--- config.mk ---
export PLATFORM = sky130hd
export DESIGN_NAME = gas_sensor_baseline_classifier_flat
export DESIGN_NICKNAME = d
export VERILOG_FILES = /design/src/hdl/gsbc_pkg.sv /design/src/hdl/gsbc_if.sv /design/src/hdl/gsbc_divider.sv /design/src/hdl/gsbc_ctrl.sv /design/src/hdl/gas_sensor_baseline_classifier.sv /design/src/flat_wrapper.sv
export VERILOG_INCLUDE_DIRS = /design/src /design/src/hdl
export SDC_FILE = /design/constraint.sdc
export NUM_CORES = 1
export LEC_CHECK = 0
export ABC_AREA = 1
export ABC_CLOCK_PERIOD_IN_PS = 7600
export BUFFER_PORTS_ARGS = -buffer_cell sky130_fd_sc_hd__buf_2
export CORE_ASPECT_RATIO = 2
export CORE_MARGIN = 5
export CORE_UTILIZATION = 38
export DETAILED_ROUTE_END_ITERATION = 6
export GPL_TIMING_DRIVEN = 0
export PLACE_DENSITY = 0.57
export SETUP_SLACK_MARGIN = 0.5
export SYNTH_ARGS = -nofsm -noshare
export SYNTH_HDL_FRONTEND = slang
export SYNTH_SLANG_ARGS = --single-unit
--- constraint.sdc ---
create_clock -name clk -period 7.6 [get_ports clk]
set_clock_uncertainty 0.15 [all_clocks]
set_input_delay 1.14 -clock clk [delete_from_list [all_inputs] [get_ports clk]]
set_output_delay 1.14 -clock clk [all_outputs]
set_load 0.03 [all_outputs]
--- src/hdl/gas_sensor_baseline_classifier_defines.svh ---
// assertion macros shared by the gas sensor classifier rtl
`ifndef GAS_SENSOR_BASELINE_CLASSIFIER_DEFINES_SVH
`define GAS_SENSOR_BASELINE_CLASSIFIER_DEFINES_SVH

// implication checked in the same cycle
`define GSBC_IMPL(label, ante, cons, msg) \
    label: assert property (@(posedge clk) disable iff (!rst_n) (ante) |-> (cons)) \
        else $error(msg);

// implication checked in the following cycle
`define GSBC_NEXT(label, ante, cons, msg) \
    label: assert property (@(posedge clk) disable iff (!rst_n) (ante) |=> (cons)) \
        else $error(msg);

// condition that must never hold
`define GSBC_NEVER(label, cond, msg) \
    `GSBC_IMPL(label, 1'b1, !(cond), msg)

`endif

--- src/hdl/gsbc_pkg.sv ---
// types and constants of the gas sensor baseline classifier
package gsbc_pkg;

    localparam int RAW_W     = 12;
    localparam int PIN_W     = 12;
    localparam int MV_W      = 13;
    localparam int PPM_W     = 23;
    localparam int THR_W     = 23;
    localparam int DVS_W     = 13;
    localparam int NUM_W     = 26;
    localparam int GAIN_W    = 18;
    localparam int CFG_IDX_W = 2;

    localparam int PPM_MAX   = 4990000;
    localparam int MV_GAIN   = 51;
    localparam int PPM_SCALE = 10000;

    localparam logic [DVS_W-1:0] MV_DIV  = 13'd33;
    localparam logic [MV_W-1:0]  MV_MIN  = 13'd10;
    localparam logic [MV_W-1:0]  MV_MAX  = 13'd4990;
    localparam logic [MV_W-1:0]  MV_FULL = 13'd5000;

    localparam logic [THR_W-1:0] WARN_RESET   = 23'd50;
    localparam logic [THR_W-1:0] DANGER_RESET = 23'd80;

    typedef enum logic [1:0] {
        LVL_GOOD    = 2'd0,
        LVL_WARNING = 2'd1,
        LVL_DANGER  = 2'd2
    } level_t;

    typedef enum logic [CFG_IDX_W-1:0] {
        CFG_WARNING = 2'd0,
        CFG_DANGER  = 2'd1
    } cfg_idx_t;

    typedef enum logic [3:0] {
        ST_IDLE,
        ST_MV_WAIT,
        ST_PPM_START,
        ST_PPM_WAIT,
        ST_ACCUM,
        ST_BASE_WAIT,
        ST_DELTA,
        ST_LEVEL,
        ST_DONE
    } ctrl_state_t;

    typedef struct packed {
        logic busy;
        logic done;
    } div_stat_t;

    typedef struct packed {
        logic [THR_W-1:0] warning;
        logic [THR_W-1:0] danger;
    } thr_t;

    typedef struct packed {
        logic             status;
        logic             reading_good;
        logic [RAW_W-1:0] raw_code;
        logic [PIN_W-1:0] pin_mv;
        logic [MV_W-1:0]  sensor_mv;
        logic [PPM_W-1:0] ppm;
        logic [PPM_W-1:0] baseline;
        logic [PPM_W-1:0] delta;
        level_t           level;
        logic             calibrated;
    } result_t;

endpackage

--- src/hdl/gsbc_if.sv ---
// stream and configuration interfaces of the gas sensor classifier
interface gsbc_sample_if;
    import gsbc_pkg::*;

    logic             valid;
    logic             ready;
    logic             read_ok;
    logic [RAW_W-1:0] raw_code;
    logic [PIN_W-1:0] pin_millivolts;

    modport source (output valid, read_ok, raw_code, pin_millivolts, input ready);
    modport sink (input valid, read_ok, raw_code, pin_millivolts, output ready);
endinterface

interface gsbc_result_if;
    import gsbc_pkg::*;

    logic             valid;
    logic             ready;
    logic             status;
    logic             reading_good;
    logic [RAW_W-1:0] raw_code_out;
    logic [PIN_W-1:0] pin_millivolts_out;
    logic [MV_W-1:0]  sensor_millivolts;
    logic [PPM_W-1:0] ppm_estimate;
    logic [PPM_W-1:0] baseline_ppm;
    logic [PPM_W-1:0] excess_ppm;
    logic [1:0]       level;
    logic             calibrated;

    modport source (
        output valid, status, reading_good, raw_code_out, pin_millivolts_out,
               sensor_millivolts, ppm_estimate, baseline_ppm, excess_ppm, level, calibrated,
        input  ready
    );
    modport sink (
        input  valid, status, reading_good, raw_code_out, pin_millivolts_out,
               sensor_millivolts, ppm_estimate, baseline_ppm, excess_ppm, level, calibrated,
        output ready
    );
endinterface

interface gsbc_cfg_if;
    import gsbc_pkg::*;

    logic                 valid;
    logic                 ready;
    logic [CFG_IDX_W-1:0] index;
    logic [THR_W-1:0]     data;

    modport source (output valid, index, data, input ready);
    modport sink (input valid, index, data, output ready);
endinterface

--- src/hdl/gsbc_divider.sv ---
// bit-serial restoring divider, one quotient bit per cycle
`include "gas_sensor_baseline_classifier_defines.svh"

module gsbc_divider #(
    parameter int DIV_W = 26
) (
    input  logic                     clk,
    input  logic                     rst_n,
    input  logic                     start,
    input  logic [DIV_W-1:0]         dividend,
    input  logic [gsbc_pkg::DVS_W-1:0] divisor,
    output gsbc_pkg::div_stat_t      stat,
    output logic [DIV_W-1:0]         quot
);
    import gsbc_pkg::*;

    localparam int CNT_W = $clog2(DIV_W + 1);

    logic [DIV_W-1:0] q_reg, q_next;
    logic [DVS_W-1:0] rem_reg, rem_next;
    logic [DVS_W-1:0] dvs_reg, dvs_next;
    logic [CNT_W-1:0] cnt_reg, cnt_next;
    logic             done_reg, done_next;

    logic [DVS_W:0] trial;
    logic [DVS_W:0] diff;
    logic           fits;

    assign trial = {rem_reg, q_reg[DIV_W-1]};
    assign diff  = trial - {1'b0, dvs_reg};
    assign fits  = trial >= {1'b0, dvs_reg};

    always_comb
    begin
        q_next    = q_reg;
        rem_next  = rem_reg;
        dvs_next  = dvs_reg;
        cnt_next  = cnt_reg;
        done_next = (cnt_reg == CNT_W'(1)) && !start;
        if (start)
        begin
            q_next   = dividend;
            rem_next = '0;
            dvs_next = divisor;
            cnt_next = CNT_W'(DIV_W);
        end
        else if (cnt_reg != '0)
        begin
            q_next   = {q_reg[DIV_W-2:0], fits};
            rem_next = fits ? diff[DVS_W-1:0] : trial[DVS_W-1:0];
            cnt_next = cnt_reg - 1'b1;
        end
    end

    always_ff @(posedge clk or negedge rst_n)
    begin
        if (!rst_n)
        begin
            cnt_reg  <= '0;
            done_reg <= 1'b0;
        end
        else
        begin
            cnt_reg  <= cnt_next;
            done_reg <= done_next;
        end
    end

    always_ff @(posedge clk)
    begin
        q_reg   <= q_next;
        rem_reg <= rem_next;
        dvs_reg <= dvs_next;
    end

    assign stat.busy = cnt_reg != '0;
    assign stat.done = done_reg;
    assign quot      = q_reg;

    `GSBC_IMPL(a_rem_below_dvs, stat.busy && dvs_reg != '0, rem_reg < dvs_reg, "remainder not below divisor")
    `GSBC_NEVER(a_start_when_busy, start && stat.busy, "divider restarted while busy")
    `GSBC_IMPL(a_done_when_idle, done_reg, cnt_reg == '0, "done raised with steps left")

endmodule

--- src/hdl/gsbc_ctrl.sv ---
// sequencer, calibration and classification state of the classifier
`include "gas_sensor_baseline_classifier_defines.svh"

module gsbc_ctrl #(
    parameter int CAL_SAMPLES = 5,
    parameter int SUM_W       = 25,
    parameter int DIV_W       = 26
) (
    input  logic                       clk,
    input  logic                       rst_n,
    gsbc_sample_if.sink                sample,
    input  gsbc_pkg::thr_t             thr,
    input  logic                       out_free,
    output logic                       load,
    output gsbc_pkg::result_t          res,
    output logic                       div_start,
    output logic [DIV_W-1:0]           div_dividend,
    output logic [gsbc_pkg::DVS_W-1:0] div_divisor,
    input  gsbc_pkg::div_stat_t        div_stat,
    input  logic [DIV_W-1:0]           div_quot
);
    import gsbc_pkg::*;

    localparam int CNT_W = $clog2(CAL_SAMPLES + 1);

    ctrl_state_t      state_reg, state_next;
    logic             status_reg, status_next;
    logic             ok_reg, ok_next;
    logic [RAW_W-1:0] raw_reg, raw_next;
    logic [PIN_W-1:0] pin_reg, pin_next;
    logic [MV_W-1:0]  mv_reg, mv_next;
    logic [PPM_W-1:0] ppm_reg, ppm_next;
    logic [PPM_W-1:0] base_reg, base_next;
    logic [PPM_W-1:0] delta_reg, delta_next;
    level_t           level_reg, level_next;
    logic             cal_reg, cal_next;
    logic [SUM_W-1:0] sum_reg, sum_next;
    logic [CNT_W-1:0] cnt_reg, cnt_next;

    logic             accept;
    logic [SUM_W-1:0] sum_add;
    logic [CNT_W-1:0] cnt_inc;
    logic             cal_last;

    assign accept   = sample.valid && sample.ready;
    assign sum_add  = sum_reg + SUM_W'(ppm_reg);
    assign cnt_inc  = cnt_reg + 1'b1;
    assign cal_last = cnt_inc == CNT_W'(CAL_SAMPLES);

    // next state
    always_comb
    begin
        state_next = state_reg;
        case (state_reg)
            ST_IDLE:
                if (accept)
                    state_next = sample.read_ok ? ST_MV_WAIT : ST_DONE;
            ST_MV_WAIT:
                if (div_stat.done)
                    state_next = ST_PPM_START;
            ST_PPM_START:
                state_next = ST_PPM_WAIT;
            ST_PPM_WAIT:
                if (div_stat.done)
                    state_next = cal_reg ? ST_DELTA : ST_ACCUM;
            ST_ACCUM:
                state_next = cal_last ? ST_BASE_WAIT : ST_DONE;
            ST_BASE_WAIT:
                if (div_stat.done)
                    state_next = ST_DONE;
            ST_DELTA:
                state_next = ST_LEVEL;
            ST_LEVEL:
                state_next = ST_DONE;
            ST_DONE:
                if (out_free)
                    state_next = ST_IDLE;
            default:
                state_next = ST_IDLE;
        endcase
    end

    // outputs
    always_comb
    begin
        sample.ready = 1'b0;
        load         = 1'b0;
        div_start    = 1'b0;
        div_dividend = DIV_W'(GAIN_W'(sample.pin_millivolts) * GAIN_W'(MV_GAIN));
        div_divisor  = MV_DIV;
        case (state_reg)
            ST_IDLE:
            begin
                sample.ready = 1'b1;
                div_start    = accept && sample.read_ok;
            end
            ST_PPM_START:
            begin
                div_start    = 1'b1;
                div_dividend = DIV_W'(NUM_W'(mv_reg) * NUM_W'(PPM_SCALE));
                div_divisor  = MV_FULL - mv_reg;
            end
            ST_ACCUM:
            begin
                div_start    = cal_last;
                div_dividend = DIV_W'(sum_add);
                div_divisor  = DVS_W'(CAL_SAMPLES);
            end
            ST_DONE:
                load = out_free;
            default:
                load = 1'b0;
        endcase
    end

    // held data
    always_comb
    begin
        status_next = status_reg;
        ok_next     = ok_reg;
        raw_next    = raw_reg;
        pin_next    = pin_reg;
        mv_next     = mv_reg;
        ppm_next    = ppm_reg;
        base_next   = base_reg;
        delta_next  = delta_reg;
        level_next  = level_reg;
        cal_next    = cal_reg;
        sum_next    = sum_reg;
        cnt_next    = cnt_reg;
        case (state_reg)
            ST_IDLE:
                if (accept)
                begin
                    status_next = !sample.read_ok;
                    if (sample.read_ok)
                    begin
                        raw_next = sample.raw_code;
                        pin_next = sample.pin_millivolts;
                    end
                    else
                        ok_next = 1'b0;
                end
            ST_MV_WAIT:
                if (div_stat.done)
                begin
                    if (div_quot < DIV_W'(MV_MIN))
                        mv_next = MV_MIN;
                    else if (div_quot > DIV_W'(MV_MAX))
                        mv_next = MV_MAX;
                    else
                        mv_next = div_quot[MV_W-1:0];
                end
            ST_PPM_WAIT:
                if (div_stat.done)
                begin
                    ppm_next = div_quot[PPM_W-1:0];
                    ok_next  = 1'b1;
                end
            ST_ACCUM:
            begin
                sum_next   = sum_add;
                cnt_next   = cnt_inc;
                delta_next = '0;
                level_next = LVL_GOOD;
            end
            ST_BASE_WAIT:
                if (div_stat.done)
                begin
                    base_next = div_quot[PPM_W-1:0];
                    cal_next  = 1'b1;
                end
            ST_DELTA:
                delta_next = (ppm_reg > base_reg) ? ppm_reg - base_reg : '0;
            ST_LEVEL:
            begin
                if (delta_reg >= thr.danger)
                    level_next = LVL_DANGER;
                else if (delta_reg >= thr.warning)
                    level_next = LVL_WARNING;
                else
                    level_next = LVL_GOOD;
            end
            default:
                cal_next = cal_reg;
        endcase
    end

    always_ff @(posedge clk or negedge rst_n)
    begin
        if (!rst_n)
        begin
            state_reg  <= ST_IDLE;
            status_reg <= 1'b0;
            ok_reg     <= 1'b0;
            raw_reg    <= '0;
            pin_reg    <= '0;
            mv_reg     <= '0;
            ppm_reg    <= '0;
            base_reg   <= '0;
            delta_reg  <= '0;
            level_reg  <= LVL_GOOD;
            cal_reg    <= 1'b0;
            sum_reg    <= '0;
            cnt_reg    <= '0;
        end
        else
        begin
            state_reg  <= state_next;
            status_reg <= status_next;
            ok_reg     <= ok_next;
            raw_reg    <= raw_next;
            pin_reg    <= pin_next;
            mv_reg     <= mv_next;
            ppm_reg    <= ppm_next;
            base_reg   <= base_next;
            delta_reg  <= delta_next;
            level_reg  <= level_next;
            cal_reg    <= cal_next;
            sum_reg    <= sum_next;
            cnt_reg    <= cnt_next;
        end
    end

    assign res.status       = status_reg;
    assign res.reading_good = ok_reg;
    assign res.raw_code     = raw_reg;
    assign res.pin_mv       = pin_reg;
    assign res.sensor_mv    = mv_reg;
    assign res.ppm          = ppm_reg;
    assign res.baseline     = base_reg;
    assign res.delta        = delta_reg;
    assign res.level        = level_reg;
    assign res.calibrated   = cal_reg;

    `GSBC_NEXT(a_cal_sticky, cal_reg, cal_reg, "calibration flag dropped")
    `GSBC_IMPL(a_cnt_bound, !cal_reg, cnt_reg <= CNT_W'(CAL_SAMPLES), "calibration count overran")
    `GSBC_IMPL(a_uncal_good, !cal_reg, delta_reg == '0 && level_reg == LVL_GOOD, "level set before calibration")
    `GSBC_IMPL(a_div_done_wait, div_stat.done, state_reg == ST_MV_WAIT || state_reg == ST_PPM_WAIT || state_reg == ST_BASE_WAIT, "divider finished outside a wait state")

endmodule

--- src/hdl/gas_sensor_baseline_classifier.sv ---
// a failed read goes straight to the result; a good read runs the voltage and ppm
// divisions, then delta and level once calibrated, or accumulation while calibrating,
// plus the average division on the read that completes calibration (DIV_W is 26 at
// the default CAL_SAMPLES); the next reading is taken only once the result is loaded
// the pace is set by the shared one-bit-per-cycle divider for voltage, ppm and average
// reset sets thresholds to 50 and 80 and clears calibration and ctrl fields, not out_reg
module gas_sensor_baseline_classifier #(
    parameter int CAL_SAMPLES = 5
) (
    input  logic           clk,
    input  logic           rst_n,
    gsbc_sample_if.sink    sample,
    gsbc_result_if.source  result,
    gsbc_cfg_if.sink       cfg
);
    import gsbc_pkg::*;

    localparam int SUM_W = $clog2(PPM_MAX * CAL_SAMPLES + 1);
    localparam int DIV_W = (SUM_W > NUM_W) ? SUM_W : NUM_W;

    thr_t             thr_reg, thr_next;
    logic             out_valid_reg, out_valid_next;
    result_t          out_reg;
    result_t          res;
    logic             load;
    logic             out_free;
    logic             div_start;
    logic [DIV_W-1:0] div_dividend;
    logic [DVS_W-1:0] div_divisor;
    div_stat_t        div_stat;
    logic [DIV_W-1:0] div_quot;

    // threshold registers
    assign cfg.ready = 1'b1;

    always_comb
    begin
        thr_next = thr_reg;
        if (cfg.valid)
        begin
            case (cfg.index)
                CFG_WARNING: thr_next.warning = cfg.data;
                CFG_DANGER:  thr_next.danger  = cfg.data;
                default:     thr_next = thr_reg;
            endcase
        end
    end

    always_ff @(posedge clk or negedge rst_n)
    begin
        if (!rst_n)
        begin
            thr_reg.warning <= WARN_RESET;
            thr_reg.danger  <= DANGER_RESET;
        end
        else
            thr_reg <= thr_next;
    end

    gsbc_ctrl #(
        .CAL_SAMPLES (CAL_SAMPLES),
        .SUM_W       (SUM_W),
        .DIV_W       (DIV_W)
    ) u_ctrl (
        .clk          (clk),
        .rst_n        (rst_n),
        .sample       (sample),
        .thr          (thr_reg),
        .out_free     (out_free),
        .load         (load),
        .res          (res),
        .div_start    (div_start),
        .div_dividend (div_dividend),
        .div_divisor  (div_divisor),
        .div_stat     (div_stat),
        .div_quot     (div_quot)
    );

    gsbc_divider #(
        .DIV_W (DIV_W)
    ) u_divider (
        .clk      (clk),
        .rst_n    (rst_n),
        .start    (div_start),
        .dividend (div_dividend),
        .divisor  (div_divisor),
        .stat     (div_stat),
        .quot     (div_quot)
    );

    // output register
    assign out_free       = !out_valid_reg || result.ready;
    assign out_valid_next = load || (out_valid_reg && !result.ready);

    always_ff @(posedge clk or negedge rst_n)
    begin
        if (!rst_n)
            out_valid_reg <= 1'b0;
        else
            out_valid_reg <= out_valid_next;
    end

    always_ff @(posedge clk)
    begin
        if (load)
            out_reg <= res;
    end

    assign result.valid              = out_valid_reg;
    assign result.status             = out_reg.status;
    assign result.reading_good       = out_reg.reading_good;
    assign result.raw_code_out       = out_reg.raw_code;
    assign result.pin_millivolts_out = out_reg.pin_mv;
    assign result.sensor_millivolts  = out_reg.sensor_mv;
    assign result.ppm_estimate       = out_reg.ppm;
    assign result.baseline_ppm       = out_reg.baseline;
    assign result.excess_ppm         = out_reg.delta;
    assign result.level              = out_reg.level;
    assign result.calibrated         = out_reg.calibrated;

endmodule
--- src/flat_wrapper.sv ---
// flat-port wrapper written by rule: the top's interface ports become plain ports
module gas_sensor_baseline_classifier_flat import gsbc_pkg::*;
#(
    parameter int CAL_SAMPLES = 5
)
  (clk, rst_n, sample_valid, sample_read_ok, sample_raw_code, sample_pin_millivolts, sample_ready, result_valid, result_status, result_reading_good, result_raw_code_out, result_pin_millivolts_out, result_sensor_millivolts, result_ppm_estimate, result_baseline_ppm, result_excess_ppm, result_level, result_calibrated, result_ready, cfg_valid, cfg_index, cfg_data, cfg_ready);
  gsbc_sample_if sample_i ();
  gsbc_result_if result_i ();
  gsbc_cfg_if cfg_i ();
  input  logic clk;
  input  logic rst_n;
  input wire logic [$bits(sample_i.valid)-1:0] sample_valid;
  input wire logic [$bits(sample_i.read_ok)-1:0] sample_read_ok;
  input wire logic [$bits(sample_i.raw_code)-1:0] sample_raw_code;
  input wire logic [$bits(sample_i.pin_millivolts)-1:0] sample_pin_millivolts;
  output wire logic [$bits(sample_i.ready)-1:0] sample_ready;
  output wire logic [$bits(result_i.valid)-1:0] result_valid;
  output wire logic [$bits(result_i.status)-1:0] result_status;
  output wire logic [$bits(result_i.reading_good)-1:0] result_reading_good;
  output wire logic [$bits(result_i.raw_code_out)-1:0] result_raw_code_out;
  output wire logic [$bits(result_i.pin_millivolts_out)-1:0] result_pin_millivolts_out;
  output wire logic [$bits(result_i.sensor_millivolts)-1:0] result_sensor_millivolts;
  output wire logic [$bits(result_i.ppm_estimate)-1:0] result_ppm_estimate;
  output wire logic [$bits(result_i.baseline_ppm)-1:0] result_baseline_ppm;
  output wire logic [$bits(result_i.excess_ppm)-1:0] result_excess_ppm;
  output wire logic [$bits(result_i.level)-1:0] result_level;
  output wire logic [$bits(result_i.calibrated)-1:0] result_calibrated;
  input wire logic [$bits(result_i.ready)-1:0] result_ready;
  input wire logic [$bits(cfg_i.valid)-1:0] cfg_valid;
  input wire logic [$bits(cfg_i.index)-1:0] cfg_index;
  input wire logic [$bits(cfg_i.data)-1:0] cfg_data;
  output wire logic [$bits(cfg_i.ready)-1:0] cfg_ready;
  assign sample_i.valid = sample_valid;
  assign sample_i.read_ok = sample_read_ok;
  assign sample_i.raw_code = sample_raw_code;
  assign sample_i.pin_millivolts = sample_pin_millivolts;
  assign sample_ready = sample_i.ready;
  assign result_valid = result_i.valid;
  assign result_status = result_i.status;
  assign result_reading_good = result_i.reading_good;
  assign result_raw_code_out = result_i.raw_code_out;
  assign result_pin_millivolts_out = result_i.pin_millivolts_out;
  assign result_sensor_millivolts = result_i.sensor_millivolts;
  assign result_ppm_estimate = result_i.ppm_estimate;
  assign result_baseline_ppm = result_i.baseline_ppm;
  assign result_excess_ppm = result_i.excess_ppm;
  assign result_level = result_i.level;
  assign result_calibrated = result_i.calibrated;
  assign result_i.ready = result_ready;
  assign cfg_i.valid = cfg_valid;
  assign cfg_i.index = cfg_index;
  assign cfg_i.data = cfg_data;
  assign cfg_ready = cfg_i.ready;
  gas_sensor_baseline_classifier #(.CAL_SAMPLES(CAL_SAMPLES)) u_core (.clk(clk), .rst_n(rst_n), .sample(sample_i), .result(result_i), .cfg(cfg_i));
endmodule
==> results.cfg, run 1 <==
[layout]
drive_gt1_share_pct = 9.75
regArea_um2 = 9680
syn_to_final_growth_pct = 14.0
postLayoutCellArea_um2 = 25800
utilization_pct = 43.7
largest_reg_flops = 46
final_cells = 3744
fin_nets = 3269
multi_input_area_um2 = 11000
fillers = 5928

[yosys]
netlist.area_leader.share_pct = 21.1
yosys-top-cells-area = dfrtp_1, edfxtp_1, nand2_1
syn-num-nets = 3059
yosysUniqueCellTypes = 54
avgSynthCellArea_um2 = 8.26
ys_seq_area_share_pct = 42.8
ys_ff_latch = 359
ys_async_sr_fraction_pct = 54.6
synth.largest_area_cell = dfrtp_1
syn_inst = 2737
syn_area_um2 = 22600
synth_edf_count = 150
synth_top_flop_cell = dfrtp_1
ys_warn_count = 0

[route]
dr_wl_met3_um = 2490
vias = 18863
dr.max_layer_used = met5
avgRoutedWirePerCell_um = 19.1
met2_length_um = 39700
wl_met1_um = 23500
wl_um = 71500
dr.pass1.iters = 6
drtAntennaViolNets = 0
viasPerCell = 5.04
drc = 0
drt_iter0_drc = 963

[worst_setup_path]
cp_data_arrival_time_ns = 5.40
cp_slowest_cell = dfrtp_1
cpPeakStageDelay_ns = 0.62
path_class = reg -> reg
end_kind = flop
crit_path_start_kind = flop
cp_max_fo = 10
path_common_cell = inv_1
path_cells = inv_1, fa_1, inv_1, ha_1, fa_1, ha_1, inv_1, fa_1, inv_1, ha_1, nand2_1, nor2_1, nand3_1, nand3_1, nor2_1, o21ai_0, inv_1, a21oi_1
critical_path_required_ns = 7.85

[die]
fp.dieH_um = 355
initial_core_util_pct = 38.3
design.core.area_um2 = 59000
dieArea_um2 = 64800
die_w_um = 182
std_cell_rows = 126
io_pins = 169

[placed_design]
dpl.hpwl_um = 59000
postPlaceCellArea_um2 = 24500
io_buffers = 167
placed_cells_incl_taps = 3677
routabilityCongestion = 0.983
place_ws_ns = 2.43

[clock_tree]
cts_setup_buffers = 0
htreeDepth = 2
cts_made_buffers = 36
cts_resized = 0
cts_tree = yes
clk_latency_ns = 0.56
path_clk_slew_ns = 0.06
clock_tree.buffer_depth = 3
cts-root-buf = clkbuf_16
cts_hold_buffers = 0
clkSinkCount = 359

[sta]
fin_ws_ns = 2.45
relSlewSlack_pct = 19.0
min_period_over_period_pct = 67.7
min_period_ns = 5.15
worst_pin_slew_ns = 1.21
finalHoldViolations = 0
clock.fmax_mhz = 194
finalMaxSlewViolations = 0
rsz0062_at_grt = no
finalSetupViolCount = 0
tns_ns = 0

[outcome]
status = completed

[power_and_ir_drop]
pwr_density_cell_nw_per_um2 = 314
leakagePower_uw = 0.0135
vdd_drop_max_v = 0.000148

[worst_hold_path]
min_path_type = reg -> reg

[grt]
grt_first_pass_wirelength_um = 111000
grt_use_total_pct = 22.1
grt_overflow = 0
antenna_found_initial = 3
grt_max_degree = 103
first_global_vias = 20077

[job]
maxCapViolations = 0
==> cell families (layout without fill, tap and decap cells) <==
group / count (synthesis) / after routing / share of synthesized area (%)
AO/OA/AOI/OAI: 356 / 356 / 8.34
flip-flops: 359 / 359 / 42.8
multiplexers: 6 / 6 / 0.299
adder cells (fa/ha/maj): 267 / 267 / 16.3
XOR/XNOR: 33 / 33 / 1.28
AND/OR/NAND/NOR: 1211 / 1211 / 22.4
buffers and inverters: 504 / 742 / 8.60
other: 1 / 2 / 0.0166
==> worst paths after layout <==
check                                                start                             end  slack, ns  depth (start not counted)
worst max-delay path               u_core.u_ctrl.mv_reg[7]       u_core.u_divider.quot[18]       2.45                         18
worst min-delay path            u_core.u_ctrl.base_reg[16]  u_core.result.baseline_ppm[16]       0.30                          0
worst min register to register  u_core.u_ctrl.base_reg[16]  u_core.result.baseline_ppm[16]       0.30                          0
min in group asynchronous                            rst_n        u_core.u_ctrl.raw_reg[7]       0.45                          1
worst max register to register     u_core.u_ctrl.mv_reg[7]       u_core.u_divider.quot[18]       2.45                         18
max in group asynchronous                            rst_n       u_core.u_ctrl.sum_reg[19]       5.79                          2
==> worst max-delay path, delay by kind of cell, from the launching register on <==
family / cells / cell delay, ns
buf+inv: 5 / 0.50
flops: 1 / 0.62
fa+ha+maj: 6 / 2.52
simple gates: 5 / 0.64
compound gates: 2 / 0.57
==> through the flow <==
stage	hold slack [ns]	total power (uW)
after floorplan	0.275	5120
after CTS	0.296	8170
after global routing	0.304	8690
after global placement	0.278	6190
final	0.297	8100
after detailed placement	0.280	6260
==> cell usage after synthesis, types with 3 or more instances <==
master      n
nand2_1   781
inv_1     454
ha_1      222
dfrtp_1   191
o21ai_0   190
nor2_1    171
edfxtp_1  150
nand3_1   141
a21oi_1   113
fa_1       45
nand4_1    40
clkbuf_1   25
nor3_1     22
nand3b_1   20
xor2_1     17
xnor2_1    16
dfxtp_1    13
or2_2      11
a31oi_1    10
o21ai_1     9
a21o_1      7
buf_2       7
buf_4       7
o21bai_1    7
mux2_2      6
nor2_2      6
dfstp_2     5
nor4_1      5
and2_1      4
o21a_1      4
inv_2       3
o21ai_2     3
o22ai_1     3
==> cells in the final DEF (no fill, tap or decap), types with 4 or more instances in the layout <==
cell / synthesis / routed
clkinv_2: 0 / 4
nor3_1: 22 / 22
and2_1: 4 / 4
a31oi_1: 10 / 10
dfstp_2: 5 / 5
clkbuf_16: 0 / 38
dfrtp_1: 191 / 191
o21a_1: 4 / 4
edfxtp_1: 150 / 150
clkbuf_8: 0 / 4
nor4_1: 5 / 5
nand3b_1: 20 / 20
xnor2_1: 16 / 16
dfxtp_1: 13 / 13
inv_1: 454 / 454
nand4_1: 40 / 40
mux2_2: 6 / 6
or2_2: 11 / 11
o21ai_0: 190 / 190
buf_4: 7 / 7
xor2_1: 17 / 17
fa_1: 45 / 45
clkbuf_1: 25 / 35
o21ai_1: 9 / 9
nand3_1: 141 / 141
a21oi_1: 113 / 112
buf_2: 7 / 173
nor2_1: 171 / 171
nor2_2: 6 / 6
o21bai_1: 7 / 7
nand2_1: 781 / 781
a21o_1: 7 / 7
ha_1: 222 / 222
==> area by class of cell <==
class	instances	area share, %
multi-input combinational	1874	42.7
sequential	359	37.5
inverter	460	6.71
clock buffer	52	4.05
timing repair buffer	172	3.73
tap	768	3.73
buffer	44	0.840
clock inverter	14	0.699
antenna	1	0.00971
==> report_power, final <==
part           leakage, uW  internal, uW  switching [uW]
registers          0.00415          2520             306
logic              0.00873          1100            2300
clock network     0.000597          1070             802
total               0.0135          4690            3400
==> metal layers <==
layer  track usage [%]  vias to the layer above
li1                  -                     9273
met1              20.4                     8873
met2              44.0                      512
met3              2.32                      203
met4              15.0                        2
met5                 0                        -
No activity file was read; power rests on OpenSTA's default activity.
==> inputs of run 2 (changes only) <==
--- a/config.mk
+++ b/config.mk
@@ -7,14 +7,14 @@
 export NUM_CORES = 1
 export LEC_CHECK = 0
 export ABC_AREA = 1
-export ABC_CLOCK_PERIOD_IN_PS = 7600
+export ABC_CLOCK_PERIOD_IN_PS = 4400
 export BUFFER_PORTS_ARGS = -buffer_cell sky130_fd_sc_hd__buf_2
 export CORE_ASPECT_RATIO = 2
 export CORE_MARGIN = 5
 export CORE_UTILIZATION = 38
 export DETAILED_ROUTE_END_ITERATION = 6
 export GPL_TIMING_DRIVEN = 0
-export PLACE_DENSITY = 0.57
+export PLACE_DENSITY = 0.59
 export SETUP_SLACK_MARGIN = 0.5
 export SYNTH_ARGS = -nofsm -noshare
 export SYNTH_HDL_FRONTEND = slang
==> constraint.sdc (replaced) <==
create_clock -name clk -period 4.4 [get_ports clk]
set_clock_uncertainty 0.15 [all_clocks]
set_input_delay 0.66 -clock clk [delete_from_list [all_inputs] [get_ports clk]]
set_output_delay 0.66 -clock clk [all_outputs]
set_load 0.03 [all_outputs]
==> run 2 against run 1 <==
Compared with the run above:
- critical path depth up 7
- combinational power up 88%
- final cell count up 0.93%
- wire length up 1.3%
- power up 80%
- critical endpoint is now u_core.u_divider.quot[15]
- largest power group unchanged
==> results.cfg, run 2 (synthesis gave the netlist of run 1 again) <==
[placed_design]
routabilityCongestion = 0.949
io_buffers = 167
dpl.hpwl_um = 58900
placed_cells_incl_taps = 3678

[grt]
grt_first_pass_wirelength_um = 111000
grt_use_total_pct = 22.1
first_global_vias = 20187
grt_overflow = 0
grt_max_degree = 111
antenna_found_initial = 1

[outcome]
status = completed

[clock_tree]
clkSinkCount = 359
cts-root-buf = clkbuf_16
clk_latency_ns = 0.56
cts_tree = yes
clock_tree.buffer_depth = 3
htreeDepth = 2
path_clk_slew_ns = 0.06
cts_made_buffers = 37

[die]
dieArea_um2 = 64800
fp.dieH_um = 355
design.core.area_um2 = 59000
io_pins = 169
initial_core_util_pct = 38.3
std_cell_rows = 126
die_w_um = 182

[sta]
relSlewSlack_pct = 14.1
clock.fmax_mhz = 231
finalHoldViolations = 0
worst_pin_slew_ns = 1.29
min_period_over_period_pct = 98.5
whs_ns = 0.163
finalSetupViolCount = 0
rsz0062_at_grt = yes
min_period_ns = 4.33
finalMaxSlewViolations = 0
tns_ns = 0

[route]
vias = 19058
dr.pass1.iters = 5
drc = 0
wl_um = 72500
viasPerCell = 5.04
drtAntennaViolNets = 0
drt_iter0_drc = 929
avgRoutedWirePerCell_um = 19.2

[power_and_ir_drop]
leakagePower_uw = 0.0137
total_power_uw = 14600
pwr-share-comb_pct = 43.8
power.net_switching_uw = 6130
p_int_uw = 8450
p_seq_share_pct = 33.3
vdd_drop_max_v = 0.000219
swShare_pct = 42.1
pwr-share-clk_pct = 22.9
pwr_density_cell_nw_per_um2 = 549

[worst_setup_path]
cp_max_fo = 5
path_class = reg -> reg
cp_data_arrival_time_ns = 4.51
timing.rr.start = u_core.u_ctrl.mv_reg[4]
critical_path_required_ns = 4.57
path_buf_inv = 10
startpoint = u_core.u_ctrl.mv_reg[4]
reg2reg_slack_ns = 0.07
cpPeakStageDelay_ns = 0.55
cp_slowest_cell = fa_1
path_common_cell = inv_2
end_kind = flop
critPathTopFamily = adder cells
crit_path_start_kind = flop

[layout]
fillers = 5855
syn_to_final_growth_pct = 17.6
mostFrequentLayoutCells = nand2_1, inv_1, ha_1, o21ai_0, dfrtp_1
fin_nets = 3303
drive_gt1_share_pct = 14.7
layout_commonest_cell = nand2_1
final_cells = 3779
largest_reg_flops = 46
utilization_pct = 45.1

[job]
maxCapViolations = 0

[worst_hold_path]
min_path_type = in -> reg
min_from = sample_raw_code[4]
## run 2: changes by cell type in the layout (fill, tap and decap cells not counted), moves of 13 or more
cell and delta:
ha_1 -13, inv_2 +13, nand3_1 -13, inv_1 -20, nand2_2 +27, nand2_1 -32, buf_4 +30, nor2_1 -13
## run 2: path summary, 6_finish.rpt
check,end,cells after the start
min reg2reg,u_core.result.raw_code_out[1],0
max reg2reg,u_core.u_divider.quot[15],25
min,u_core.u_ctrl.raw_reg[4],3
max,u_core.u_divider.quot[15],25
min in group asynchronous,u_core.u_ctrl.pin_reg[9],2
max in group asynchronous,u_core.u_ctrl.mv_reg[9],4
## run 2: through the flow
stage | area (um2) | worst slack [ns]
CTS | 26200 | 0.0504
global route | 26600 | -0.101
finish | 26600 | 0.0651
floorplan | 22700 | 0.292
detailed placement | 24600 | -0.523
global placement | 24500 | -1.46
## run 2: timing repair
item,CTS,global route
endpoints found under the hold margin,4,0
hold buffers,1,0
endpoints found under the setup margin,14,15
pin swaps,19,34
resized for setup,50,81
setup buffers,18,13
## run 2: layer usage
metal	track usage, %	wire length (um)	vias to the layer above
met5	0	7	-
met4	17.1	6840	2
met3	2.12	2590	237
met2	43.0	39300	540
met1	20.5	23700	8935
li1	-	-	9344
## run 2: area by class of cell
class	count	area, um2	area share, %
antenna	1	2.50	0.00941
buffer	44	216	0.814
clock buffer	48	1040	3.91
clock inverter	20	224	0.842
inverter	460	1760	6.62
multi-input combinational	1874	11500	43.1
sequential	359	9690	36.4
tap	768	961	3.61
timing repair buffer	205	1230	4.64
## run 2: power groups by stage
stage | sequential [uW] | combinational, uW | clock, uW
detailed placement | 4940 | 5920 | 0
floorplan | 5080 | 3820 | 0
global placement | 4950 | 5800 | 0
global route | 4930 | 7140 | 3530
CTS | 4860 | 6180 | 3410
finish | 4850 | 6390 | 3340
## run 2: tightest hold or removal path, cell delays in order
cell,delay [ns]
buf_2,0.07
nand2_1,0.04
nand2_1,0.05
